### src/hdl/itra_pkg.sv
// Shared types, constants and the digit-to-character function of the integer to radix text unit.
`default_nettype none
package itra_pkg;

  localparam int VALUE_BITS = 32;                 // width of the converted integer
  localparam int IN_W       = 32;                 // width of the value_bits field
  localparam int RADIX_W    = 6;
  localparam int CHAR_W     = 8;
  localparam int STEPS      = 8;                  // quotient bits retired per cycle
  localparam int DIV_CYC    = (VALUE_BITS + STEPS - 1) / STEPS;
  localparam int DIV_W      = DIV_CYC * STEPS;    // dividend padded to whole chunks
  localparam int STEP_W     = (DIV_CYC > 1) ? $clog2(DIV_CYC) : 1;
  localparam int DIG_AW     = $clog2(VALUE_BITS); // digit stack address
  localparam int CNT_W      = $clog2(VALUE_BITS + 1);
  localparam int DIG_W      = 6;                  // one digit value, 0 to 35

  localparam logic [RADIX_W-1:0] RADIX_RESET = RADIX_W'(10);
  localparam logic [RADIX_W-1:0] RADIX_MIN   = RADIX_W'(2);
  localparam logic [RADIX_W-1:0] RADIX_MAX   = RADIX_W'(36);
  localparam logic [CHAR_W-1:0]  CHAR_DASH   = 8'h2d;
  localparam logic [CHAR_W-1:0]  CHAR_NONE   = 8'h00;

  typedef struct packed {
    logic [IN_W-1:0] value_bits;
    logic            is_signed;
  } in_req_t;

  typedef struct packed {
    logic [CHAR_W-1:0] char_code;
    logic              empty_res;
    logic              last;
  } out_res_t;

  // Controller to datapath
  typedef struct packed {
    logic load;
    logic div_step;
    logic store;
    logic prime;
    logic emit_dash;
    logic emit_digit;
    logic emit_empty;
  } itra_cmd_t;

  // Datapath to controller
  typedef struct packed {
    logic radix_ok;
    logic q_zero;
    logic neg;
    logic ptr_zero;
  } itra_sts_t;

  // Digit value to lower-case ASCII: 0-9 then a-z.
  function automatic logic [CHAR_W-1:0] digit_char(input logic [DIG_W-1:0] d);
    logic [CHAR_W-1:0] c;
    begin
      if (d < DIG_W'(10)) begin
        c = 8'h30 + CHAR_W'(d);
      end else if (d < DIG_W'(36)) begin
        c = 8'h61 + CHAR_W'(d - DIG_W'(10));
      end else begin
        c = CHAR_NONE;
      end
      return c;
    end
  endfunction

endpackage
`default_nettype wire

### src/hdl/itra_ctrl.sv
// Sequencer of the conversion: division rounds, digit stores and character emission.
`default_nettype none
module itra_ctrl (
  input  wire logic               clk,
  input  wire logic               rst_n,
  input  wire logic               start,
  output logic                    busy,
  input  wire itra_pkg::itra_sts_t sts,
  output itra_pkg::itra_cmd_t     cmd
);
  import itra_pkg::*;

  localparam logic [2:0] ST_IDLE  = 3'd0;
  localparam logic [2:0] ST_DIV   = 3'd1;
  localparam logic [2:0] ST_STORE = 3'd2;
  localparam logic [2:0] ST_PRIME = 3'd3;
  localparam logic [2:0] ST_EMIT  = 3'd4;

  logic [2:0]        state_r, state_nxt;
  logic [STEP_W-1:0] step_r, step_nxt;

  always_comb begin
    state_nxt = state_r;
    step_nxt  = step_r;
    cmd       = '0;
    busy      = 1'b1;
    case (state_r)
      ST_IDLE: begin
        busy = 1'b0;
        if (start) begin
          if (!sts.radix_ok) begin
            cmd.emit_empty = 1'b1;
          end else begin
            cmd.load  = 1'b1;
            step_nxt  = '0;
            state_nxt = ST_DIV;
          end
        end
      end
      ST_DIV: begin
        cmd.div_step = 1'b1;
        if (step_r == STEP_W'(DIV_CYC - 1)) begin
          state_nxt = ST_STORE;
        end else begin
          step_nxt = step_r + STEP_W'(1);
        end
      end
      ST_STORE: begin
        cmd.store = 1'b1;
        step_nxt  = '0;
        state_nxt = sts.q_zero ? ST_PRIME : ST_DIV;
      end
      ST_PRIME: begin
        cmd.prime     = 1'b1;
        cmd.emit_dash = sts.neg;
        state_nxt     = ST_EMIT;
      end
      ST_EMIT: begin
        cmd.emit_digit = 1'b1;
        if (sts.ptr_zero) begin
          state_nxt = ST_IDLE;
        end
      end
      default: begin
        state_nxt = ST_IDLE;
      end
    endcase
  end

  always_ff @(posedge clk) begin
    if (!rst_n) begin
      state_r <= ST_IDLE;
      step_r  <= '0;
    end else begin
      state_r <= state_nxt;
      step_r  <= step_nxt;
    end
  end

endmodule
`default_nettype wire

### src/hdl/itra_dp.sv
// Datapath: magnitude, chunked long division, digit stack and result register.
`default_nettype none
module itra_dp (
  input  wire logic                     clk,
  input  wire logic                     rst_n,
  input  wire logic [itra_pkg::RADIX_W-1:0] radix,
  input  wire itra_pkg::in_req_t        in_req,
  input  wire itra_pkg::itra_cmd_t      cmd,
  output itra_pkg::itra_sts_t           sts,
  output logic                          out_strobe,
  output itra_pkg::out_res_t            out_res
);
  import itra_pkg::*;

  logic [DIV_W-1:0]   mag_r;
  logic [DIG_W-1:0]   rem_r;
  logic               neg_r;
  logic [CNT_W-1:0]   nd_r;
  logic [DIG_AW-1:0]  ptr_r;
  logic [DIG_W-1:0]   rd_data_r;
  logic               out_strobe_r;
  out_res_t           out_res_r;
  logic [DIG_W-1:0]   dig_mem [VALUE_BITS];

  logic [VALUE_BITS-1:0] raw;
  logic                  neg_in;
  logic [VALUE_BITS-1:0] mag_in;
  logic [DIV_W-1:0]      div_mag;
  logic [DIG_W:0]        div_rem;
  logic [DIG_AW-1:0]     rd_addr;

  assign raw    = in_req.value_bits[VALUE_BITS-1:0];
  assign neg_in = in_req.is_signed & raw[VALUE_BITS-1];
  // Two's complement negate; the most negative value wraps to its exact magnitude.
  assign mag_in = neg_in ? (~raw + VALUE_BITS'(1)) : raw;

  // One chunk of restoring division: shift in a dividend bit, subtract when it fits.
  always_comb begin
    div_mag = mag_r;
    div_rem = {1'b0, rem_r};
    for (int k = 0; k < STEPS; k++) begin
      div_rem = {div_rem[DIG_W-1:0], div_mag[DIV_W-1]};
      div_mag = {div_mag[DIV_W-2:0], 1'b0};
      if (div_rem >= {1'b0, radix}) begin
        div_rem    = div_rem - {1'b0, radix};
        div_mag[0] = 1'b1;
      end
    end
  end

  assign rd_addr = cmd.prime ? DIG_AW'(nd_r - CNT_W'(1)) : (ptr_r - DIG_AW'(1));

  assign sts.radix_ok = (radix >= RADIX_MIN) && (radix <= RADIX_MAX);
  assign sts.q_zero   = (mag_r == '0);
  assign sts.neg      = neg_r;
  assign sts.ptr_zero = (ptr_r == '0);

  always_ff @(posedge clk) begin
    if (cmd.load) begin
      mag_r <= DIV_W'(mag_in);
      rem_r <= '0;
      neg_r <= neg_in;
      nd_r  <= '0;
    end else if (cmd.div_step) begin
      mag_r <= div_mag;
      rem_r <= div_rem[DIG_W-1:0];
    end else if (cmd.store) begin
      rem_r <= '0;
      nd_r  <= nd_r + CNT_W'(1);
    end
    if (cmd.prime) begin
      ptr_r <= rd_addr;
    end else if (cmd.emit_digit && !sts.ptr_zero) begin
      ptr_r <= rd_addr;
    end
  end

  // Digit stack, least significant digit first.
  always_ff @(posedge clk) begin
    if (cmd.store) begin
      dig_mem[nd_r[DIG_AW-1:0]] <= rem_r;
    end
  end

  always_ff @(posedge clk) begin
    rd_data_r <= dig_mem[rd_addr];
  end

  always_ff @(posedge clk) begin
    if (!rst_n) begin
      out_strobe_r <= 1'b0;
    end else begin
      out_strobe_r <= cmd.emit_dash | cmd.emit_digit | cmd.emit_empty;
    end
  end

  always_ff @(posedge clk) begin
    if (cmd.emit_empty) begin
      out_res_r.char_code <= CHAR_NONE;
      out_res_r.empty_res <= 1'b1;
      out_res_r.last      <= 1'b1;
    end else if (cmd.emit_dash) begin
      out_res_r.char_code <= CHAR_DASH;
      out_res_r.empty_res <= 1'b0;
      out_res_r.last      <= 1'b0;
    end else if (cmd.emit_digit) begin
      out_res_r.char_code <= digit_char(rd_data_r);
      out_res_r.empty_res <= 1'b0;
      out_res_r.last      <= sts.ptr_zero;
    end
  end

  assign out_strobe = out_strobe_r;
  assign out_res    = out_res_r;

endmodule
`default_nettype wire

### src/hdl/integer_to_radix_ascii_unit.sv
// Top level of the integer to radix text unit: configuration register and core.
`default_nettype none
// Converts one integer per request into ASCII text in the programmed radix (2 to 36),
// most significant character first: '-' for a negative signed value, then the digits
// 0-9 and a-z, with last set on the final character. A radix outside 2 to 36 gives
// one result with empty_res and last set and no character. A request is taken when
// start is high and busy is low. Each result is valid on out_res for exactly one
// cycle while out_strobe is high; the receiver cannot stall, so capture every
// strobe. Timing: an invalid radix answers in the cycle after the request and busy
// never rises. Otherwise busy stays high through division and emission. The long
// division unit retires 8 quotient bits per cycle; each digit takes one division
// pass over the padded dividend, then a push on the digit stack, and the characters
// then stream out one per cycle from the stack. Write the radix register (address 0)
// only while idle.
module integer_to_radix_ascii_unit (
  input  wire logic               clk,
  input  wire logic               rst_n,
  // request channel
  input  wire logic               start,
  output logic                    busy,
  input  wire itra_pkg::in_req_t  in_req,
  // result channel
  output logic                    out_strobe,
  output itra_pkg::out_res_t      out_res,
  // configuration port
  input  wire logic               psel,
  input  wire logic               penable,
  input  wire logic               pwrite,
  input  wire logic [2:0]         paddr,
  input  wire logic [31:0]        pwdata,
  output logic [31:0]             prdata,
  output logic                    pready
);
  import itra_pkg::*;

  logic [RADIX_W-1:0] radix_r;
  logic               cfg_wr;
  itra_cmd_t          cmd;
  itra_sts_t          sts;

  // Register 0 is the radix; the upper word is unmapped and drops writes.
  assign cfg_wr = psel & penable & pwrite & pready & (paddr[2] == 1'b0);
  assign pready = 1'b1;
  assign prdata = (paddr[2] == 1'b0) ? {{(32 - RADIX_W){1'b0}}, radix_r} : '0;

  always_ff @(posedge clk) begin
    if (!rst_n) begin
      radix_r <= RADIX_RESET;
    end else if (cfg_wr) begin
      radix_r <= pwdata[RADIX_W-1:0];
    end
  end

  itra_ctrl u_ctrl (
    .clk   (clk),
    .rst_n (rst_n),
    .start (start),
    .busy  (busy),
    .sts   (sts),
    .cmd   (cmd)
  );

  itra_dp u_dp (
    .clk        (clk),
    .rst_n      (rst_n),
    .radix      (radix_r),
    .in_req     (in_req),
    .cmd        (cmd),
    .sts        (sts),
    .out_strobe (out_strobe),
    .out_res    (out_res)
  );

endmodule
`default_nettype wire
### config.mk
export PLATFORM = sky130hd
export DESIGN_NAME = integer_to_radix_ascii_unit
export DESIGN_NICKNAME = d
export VERILOG_FILES = /design/src/hdl/itra_pkg.sv /design/src/hdl/itra_ctrl.sv /design/src/hdl/itra_dp.sv /design/src/hdl/integer_to_radix_ascii_unit.sv
export SDC_FILE = /design/constraint.sdc
export NUM_CORES = 1
export LEC_CHECK = 0
export BUFFER_PORTS_ARGS = -buffer_cell sky130_fd_sc_hd__buf_4
export CELL_PAD_IN_SITES_DETAIL_PLACEMENT = 0
export CELL_PAD_IN_SITES_GLOBAL_PLACEMENT = 1
export CORE_MARGIN = 8
export CORE_UTILIZATION = 45
export DETAILED_ROUTE_END_ITERATION = 10
export HOLD_SLACK_MARGIN = 0.05
export PLACE_DENSITY = 0.73
export SLEW_MARGIN = 15
export SYNTH_ARGS = -nofsm -noshare
export SYNTH_HDL_FRONTEND = slang
export SYNTH_HIERARCHICAL = 1
export SYNTH_SLANG_ARGS = --single-unit
### constraint.sdc
create_clock -name clk -period 14.4 [get_ports clk]
set_input_delay 1.44 -clock clk [delete_from_list [all_inputs] [get_ports clk]]
set_output_delay 1.44 -clock clk [all_outputs]
set_load 0.01 [all_outputs]
# == Word level (Yosys, flattened, before mapping) ==
# Memory sizes are Yosys's and may differ from the RTL's. A register that Yosys moved wholly into a read port is not among the register bits.
# Index checks and enable logic that the tools add are counted.
# totals
memories,1
ramBits,192
ff_bits,72
elab_cells,128
output_inout_bits,45
in_bits,74
# memory_table
name,words,word_bits,read_ports,rd_ports_with_merged_regs,write_ports,line_no,rtl
u_dp.dig_mem,32,6,1,1,1,itra_dp.sv:23,logic [DIG_W-1:0] dig_mem [VALUE_BITS];
# op_classes
magnitude_cmp,12
n_eq_ne,10
n_addsub,16
bitwise,9
n_reduce_logical,15
mux,52
# op_table
cell,n
two-way mux 32 bit,3
two-way mux 6 bit,11
greater-or-equal comparator 7 x 6 -> 1 bit,8
subtractor 6 bit,8
adder 32 x 1 -> 32 bit (second input constant),1
logical NOT 32 bit,1
two-way mux 8 bit,4
inverter 32 bit,1
two-way mux 1 bit,20
two-way mux 5 bit,3
case mux 3 bit (5 select lines),1
two-way mux 3 bit,4
two-way mux 2 bit,5
subtractor 5 x 1 -> 5 bit (second input constant),2
adder 7 x 8 -> 8 bit (first input constant),1
AND reduction 4 bit,2
nonzero test 2 bit,4
adder 6 x 6 -> 7 bit (first input constant),1
subtractor 6 x 4 -> 7 bit (second input constant),1
adder 6 x 1 -> 6 bit (second input constant),1
== test 3 x 2 -> 1 bit (second input constant),2
greater-or-equal comparator 6 x 2 -> 1 bit (second input constant),1
<= comparator 6 bit (second input constant),1
less-than comparator 6 x 4 -> 1 bit (second input constant),1
other kinds (18),27

# == Depth between registers and ports, before layout ==
# logic_depth
ltp_word,18
depth_mapped,80
ltp_nobuf,76

# == Cells and area by module ==
# The synthesis kept the hierarchy.
# modules_own_cells
module,cells_per_inst,n_inst,area_each_um2,seq_area_each_um2
itra_dp,1090,1,13756.9,7467.2
integer_to_radix_ascii_unit,62,1,523.0,120.1
itra_ctrl,37,1,345.3,100.1

# == Worst setup path before layout ==
# No wires, ideal clock.
# synth_path
kind,reg2reg
from,register u_dp.rem_r[3]
to,register u_dp.rem_r[0]
setup_time_ns,0.117
path_slack_ns,-1.131
required_time_ns,14.283
path_stages_with_launch,76
period_less_slack_ns,15.531
arrival_ns,15.414
n_path_buf,3
cell_sequence,dfxtp_1 -> ha_1 -> a21o_1 -> a211oi_2 -> o21ai_2 -> o21ai_0 -> inv_1 -> ha_1 -> nor2b_1 -> o21ai_0 -> a31oi_1 -> nor2_1 -> nor2_1 -> a21o_1 -> ha_1 -> nor2b_1 -> o31a_1 -> o31ai_1 -> [40 not listed] -> o21ai_0 -> nand2b_1 -> o22a_1 -> a211oi_2 -> mux2_2 -> inv_1 -> ha_1 -> nor2b_1 -> o21ai_0 -> nand2b_1 -> a21o_1 -> a21o_1 -> a211o_1 -> a31oi_1 -> a21boi_0 -> o221ai_4 -> mux2i_1 -> a22o_1
# synth_via
elab_chain_len,17
word_cells_on_any_way,24
classes_between,7 x add/sub; 8 x order compare; 9 x mux
# synth_lines
item,line_no,rtl
start: declaration,itra_dp.sv:16,logic [DIG_W-1:0] rem_r;
start signal: assignment,itra_dp.sv:66,rem_r <= div_rem[DIG_W-1:0];
subtractor 6 bit or greater-or-equal comparator 7 x 6 -> 1 bit (tied branches),"itra_dp.sv:45, itra_dp.sv:44",
two-way mux 6 bit (*),itra_dp.sv:44,"if (div_rem >= {1'b0, radix}) begin"
subtractor 6 bit or greater-or-equal comparator 7 x 6 -> 1 bit (tied branches),"itra_dp.sv:45, itra_dp.sv:44",
two-way mux 6 bit (*),itra_dp.sv:44,
greater-or-equal comparator 7 x 6 -> 1 bit or subtractor 6 bit (tied branches),"itra_dp.sv:44, itra_dp.sv:45",
two-way mux 6 bit (*),itra_dp.sv:44,
subtractor 6 bit or greater-or-equal comparator 7 x 6 -> 1 bit (tied branches),"itra_dp.sv:45, itra_dp.sv:44",
two-way mux 6 bit (*),itra_dp.sv:44,
subtractor 6 bit or greater-or-equal comparator 7 x 6 -> 1 bit (tied branches),"itra_dp.sv:45, itra_dp.sv:44",
two-way mux 6 bit (*),itra_dp.sv:44,
subtractor 6 bit or greater-or-equal comparator 7 x 6 -> 1 bit (tied branches),"itra_dp.sv:45, itra_dp.sv:44",
two-way mux 6 bit (*),itra_dp.sv:44,
subtractor 6 bit or greater-or-equal comparator 7 x 6 -> 1 bit (tied branches),"itra_dp.sv:45, itra_dp.sv:44",
two-way mux 6 bit (*),itra_dp.sv:44,
greater-or-equal comparator 7 x 6 -> 1 bit (*),itra_dp.sv:44,
two-way mux 6 bit (*),itra_dp.sv:44,
two-way mux 6 bit (*),itra_dp.sv:64,end else if (cmd.div_step) begin
# Mark *: on every way between the ends. The rest lies on a longest branch, timed or not.
# A chain may end at the register's enable or synchronous reset.

# == Worst setup path after layout ==
# layout_path
from,register u_dp.mag_r[31]
to,register u_dp.rem_r[5]
# layout_via
elab_chain_len,17
word_cells_on_any_way,25
classes_between,8 x add/sub; 8 x order compare; 9 x mux
# layout_lines
item,line_no,rtl
start: declaration,itra_dp.sv:15,logic [DIV_W-1:0] mag_r;
start signal: assignment,itra_dp.sv:60,mag_r <= DIV_W'(mag_in);
start signal: assignment,itra_dp.sv:65,mag_r <= div_mag;
subtractor 6 bit or greater-or-equal comparator 7 x 6 -> 1 bit (tied branches),"itra_dp.sv:45, itra_dp.sv:44",
two-way mux 6 bit (*),itra_dp.sv:44,
subtractor 6 bit or greater-or-equal comparator 7 x 6 -> 1 bit (tied branches),"itra_dp.sv:45, itra_dp.sv:44",
two-way mux 6 bit (*),itra_dp.sv:44,
subtractor 6 bit or greater-or-equal comparator 7 x 6 -> 1 bit (tied branches),"itra_dp.sv:45, itra_dp.sv:44",
two-way mux 6 bit (*),itra_dp.sv:44,
subtractor 6 bit or greater-or-equal comparator 7 x 6 -> 1 bit (tied branches),"itra_dp.sv:45, itra_dp.sv:44",
two-way mux 6 bit (*),itra_dp.sv:44,
subtractor 6 bit or greater-or-equal comparator 7 x 6 -> 1 bit (tied branches),"itra_dp.sv:45, itra_dp.sv:44",
two-way mux 6 bit (*),itra_dp.sv:44,
subtractor 6 bit or greater-or-equal comparator 7 x 6 -> 1 bit (tied branches),"itra_dp.sv:45, itra_dp.sv:44",
two-way mux 6 bit (*),itra_dp.sv:44,
greater-or-equal comparator 7 x 6 -> 1 bit or subtractor 6 bit (tied branches),"itra_dp.sv:44, itra_dp.sv:45",
two-way mux 6 bit (*),itra_dp.sv:44,
subtractor 6 bit or greater-or-equal comparator 7 x 6 -> 1 bit (tied branches),"itra_dp.sv:45, itra_dp.sv:44",
two-way mux 6 bit (*),itra_dp.sv:44,
two-way mux 6 bit (*),itra_dp.sv:64,
# Marked as above.

==> flow_summary.json <==
{
  "status": "finished, final reports clean",
  "clkSinkCount": 269,
  "antenna_found_initial": 0,
  "cp.required_ns": 14.90,
  "ys_async_sr_fraction_pct": 0,
  "cts_tree": "done",
  "yosys.area.top_type": "edfxtp_1",
  "routedWlPerCell_um": 19.23,
  "slowest_delay_ns": 0.50,
  "drv_cap": 0,
  "synth-seq-cells": 269,
  "nNetsFinal": 1539,
  "synth.cell_area_um2": 14630,
  "num_io_pins": 119,
  "startpoint_type": "flip-flop",
  "yosysSeqAreaShare_pct": 52.56,
  "worstSkewPairLatency_ns": 0.56,
  "syn_to_final_growth_pct": 22.63,
  "dp_slack_ns": -0.5357,
  "grt_overflow_total": 0,
  "numCtsBuffers": 29,
  "synth_area_leaders": "edfxtp_1 (47%), mux4_2 (7.4%), dfxtp_1 (5.3%), ha_1 (5.3%), nor2_1 (2.8%)",
  "syn-instance-count": 1189,
  "fp-row-count": 66,
  "yosysWarnings": 6,
  "fin_ws_ns": 0.5572,
  "criticalPathCategory": "flip-flop to flip-flop",
  "use_met1_pct": 23.24,
  "drt.antenna.violating_nets": 0,
  "grt_use_met3_pct": 2.005,
  "die-height_um": 196.3,
  "hold_class": "flip-flop to flip-flop",
  "drc_errors": 0,
  "fmax_ghz": 0.07224,
  "clkSlewWorstSetupHoldPaths_ns": 0.06,
  "place.gp.congestion": 0.8753,
  "grt_pass1_vias": 10100,
  "synth-main-ff-cell": "edfxtp_1",
  "num-fill-cells": 2768,
  "utilization_pct": 55.55,
  "maxSlewViolCount": 0,
  "grt_use_total_pct": 18.10,
  "cp_num_cells": 71,
  "worstMarginPinSlew_ns": 0.7669,
  "place_hpwl_um": 24560,
  "hold_violations": 0,
  "crit_buf_inv": 8,
  "die_w_um": 196.3,
  "htree_levels": 1,
  "max_slew_margin_pct": 48.65,
  "fin_crit_sh_pct": 96.13,
  "cp_top_family": "compound AO/OA/AOI/OAI gates",
  "grt.met2_usage_pct": 31.53,
  "diodes": 0,
  "synth_top_area_share_pct": 47.22,
  "clk_path_buf_depth": 3,
  "whs_path_depth": 2,
  "top_usage_layer": "met2",
  "cpMostUsedCell": "a21o_1",
  "clock-root-buffer": "clkbuf_16",
  "rr_worst_depth": 71,
  "ys_types": 79,
  "core_um2": 32290,
  "grt_pass1_wl_um": 55500,
  "dr.pass1.iters": 5,
  "die_area_um2": 38530,
  "setup-violations-final": 0,
  "vias": 9877,
  "cpMaxStageDelayCell": "or4_4",
  "drive_above_1_share_pct": 29.57,
  "worstPathMaxFanout": 7,
  "io_buffers": 63,
  "synth-edff-count": 230,
  "drtIter0Drc": 609,
  "fin_skew_ns": 0.01031,
  "start_util_pct": 45.30,
  "syn_avg_cell_area_um2": 12.30,
  "fin_crit_ns": 13.84,
  "worstPathArrival_ns": 14.34,
  "worstSetupEndpointType": "flip-flop",
  "cts_hold_buf": 0,
  "grt_max_degree": 73,
  "drt_wl_total_um": 35750,
  "vias_per_cell": 5.313
}
## layer usage
| metal | vias to the layer above | share of wire, % |
|---|---|---|
| li1 | 4854 | - |
| met1 | 4787 | 43 |
| met2 | 178 | 50 |
| met5 | - | 0 |
| met4 | 0 | 3.3 |
| met3 | 58 | 3.4 |
## Yosys cell counts, types with 12 or more instances
cell type  count
nor3_1        16
dfxtp_1       39
mux2i_1       35
a21o_1        13
edfxtp_1     230
nor2_1       110
nand2b_1      12
mux4_2        48
o21ai_0       50
mux2_2        17
inv_1         57
nand2_1       74
a21oi_1       71
buf_4         29
ha_1          62
xor2_1        31
nor2b_1       16
clkbuf_1      30
xnor2_1       36
## cell type report
class                           instances  area [um2]  share of cell area, %
Multi-Input combinational cell        816        6863                  38.27
Clock buffer                           40       797.0                  4.444
Clock inverter                         13       135.1                 0.7535
Timing Repair Buffer                  219        1655                  9.230
Inverter                               60       229.0                  1.277
Tap cell                              442       553.0                  3.084
Sequential cell                       269        7702                  42.95
## cell usage in the layout (no fill, tap or decap), types with 7 or more instances in the layout
cell type and count:
nand3b_1 9, nand4_1 10, nor2b_1 16, nand3_1 9, mux4_2 48, xnor2_1 35
nand2b_1 11, a21oi_1 64, nor2_1 107, clkbuf_1 8, nand2_1 72, a21o_1 13
conb_1 27, o31ai_1 7, buf_4 216, mux2i_1 31, clkbuf_16 29, nor4_1 11
ha_1 50, ha_4 11, clkinv_1 7, inv_1 55, mux2_2 14, o211ai_1 8
nor3_1 14, fa_1 8, o21ai_1 12, edfxtp_1 230, o21ai_0 35, or3_1 9
dfxtp_1 31, a21oi_2 7, xor2_1 31
## kinds of logic after synthesis
family | Yosys count | share of synthesized area [%]
AOI/OAI and AO/OA | 235 | 10.68
xor gates and xnor gates | 67 | 4.012
adders and majority gates | 70 | 6.399
buffers and inverters | 130 | 4.355
DFF | 269 | 52.56
muxes | 100 | 11.10
other | 2 | 0.05135
and+or+nand+nor | 316 | 10.85
## worst min-delay path, cell delays in order (launching register included)
cell,delay (ns)
dfxtp_1,0.31
nand2_1,0.06
o31ai_1,0.05
## repair_timing
action                                  4_1_cts  5_1_grt
gates cloned                                  1        0
pin swaps                                     9       48
endpoints found under the setup margin        7        7
setup buffers                                 7       13
gates resized for setup                      21       63
## final timing paths
check	startpoint	to	slack [ns]
worst max-delay path	u_dp/mag_r[31]	u_dp/rem_r[5]	0.56
worst min-delay path	u_ctrl/step_r[1]	u_ctrl/step_r[1]	0.46
worst max register to register	u_dp/mag_r[31]	u_dp/rem_r[5]	0.56
worst min register to register	u_ctrl/step_r[1]	u_ctrl/step_r[1]	0.46
## sequential cells by signal, summed over array words and instances, names as in the netlist, 3 cells and up
| register | cells |
|---|---|
| u_dp/mag_r | 32 |
| u_dp/dig_mem | 192 |
| u_dp/out_res | 10 |
| u_dp/rd_data_r | 6 |
| u_dp/rem_r | 6 |
| u_ctrl/state_r | 3 |
| u_dp/ptr_r | 5 |
| radix_r | 6 |
| u_dp/nd_r | 5 |
## through the flow
step / setup TNS (ns) / cells / hold slack, ns / cell area [um2]
2_1_floorplan: 0 / 1214 / 0.4346 / 14790
3_3_place_gp: -2.998 / 1785 / 0.4496 / 16440
3_5_place_dp: -3.296 / 1785 / 0.4581 / 16440
4_1_cts: 0 / 1846 / 0.4687 / 17520
5_1_grt: -0.6711 / 1859 / 0.4965 / 17930
6_report: 0 / 1859 / 0.4635 / 17930
Power is left out: the tool's default activity adds up to more than one toggle a clock period on the data nets, which glitch-free logic cannot reach.
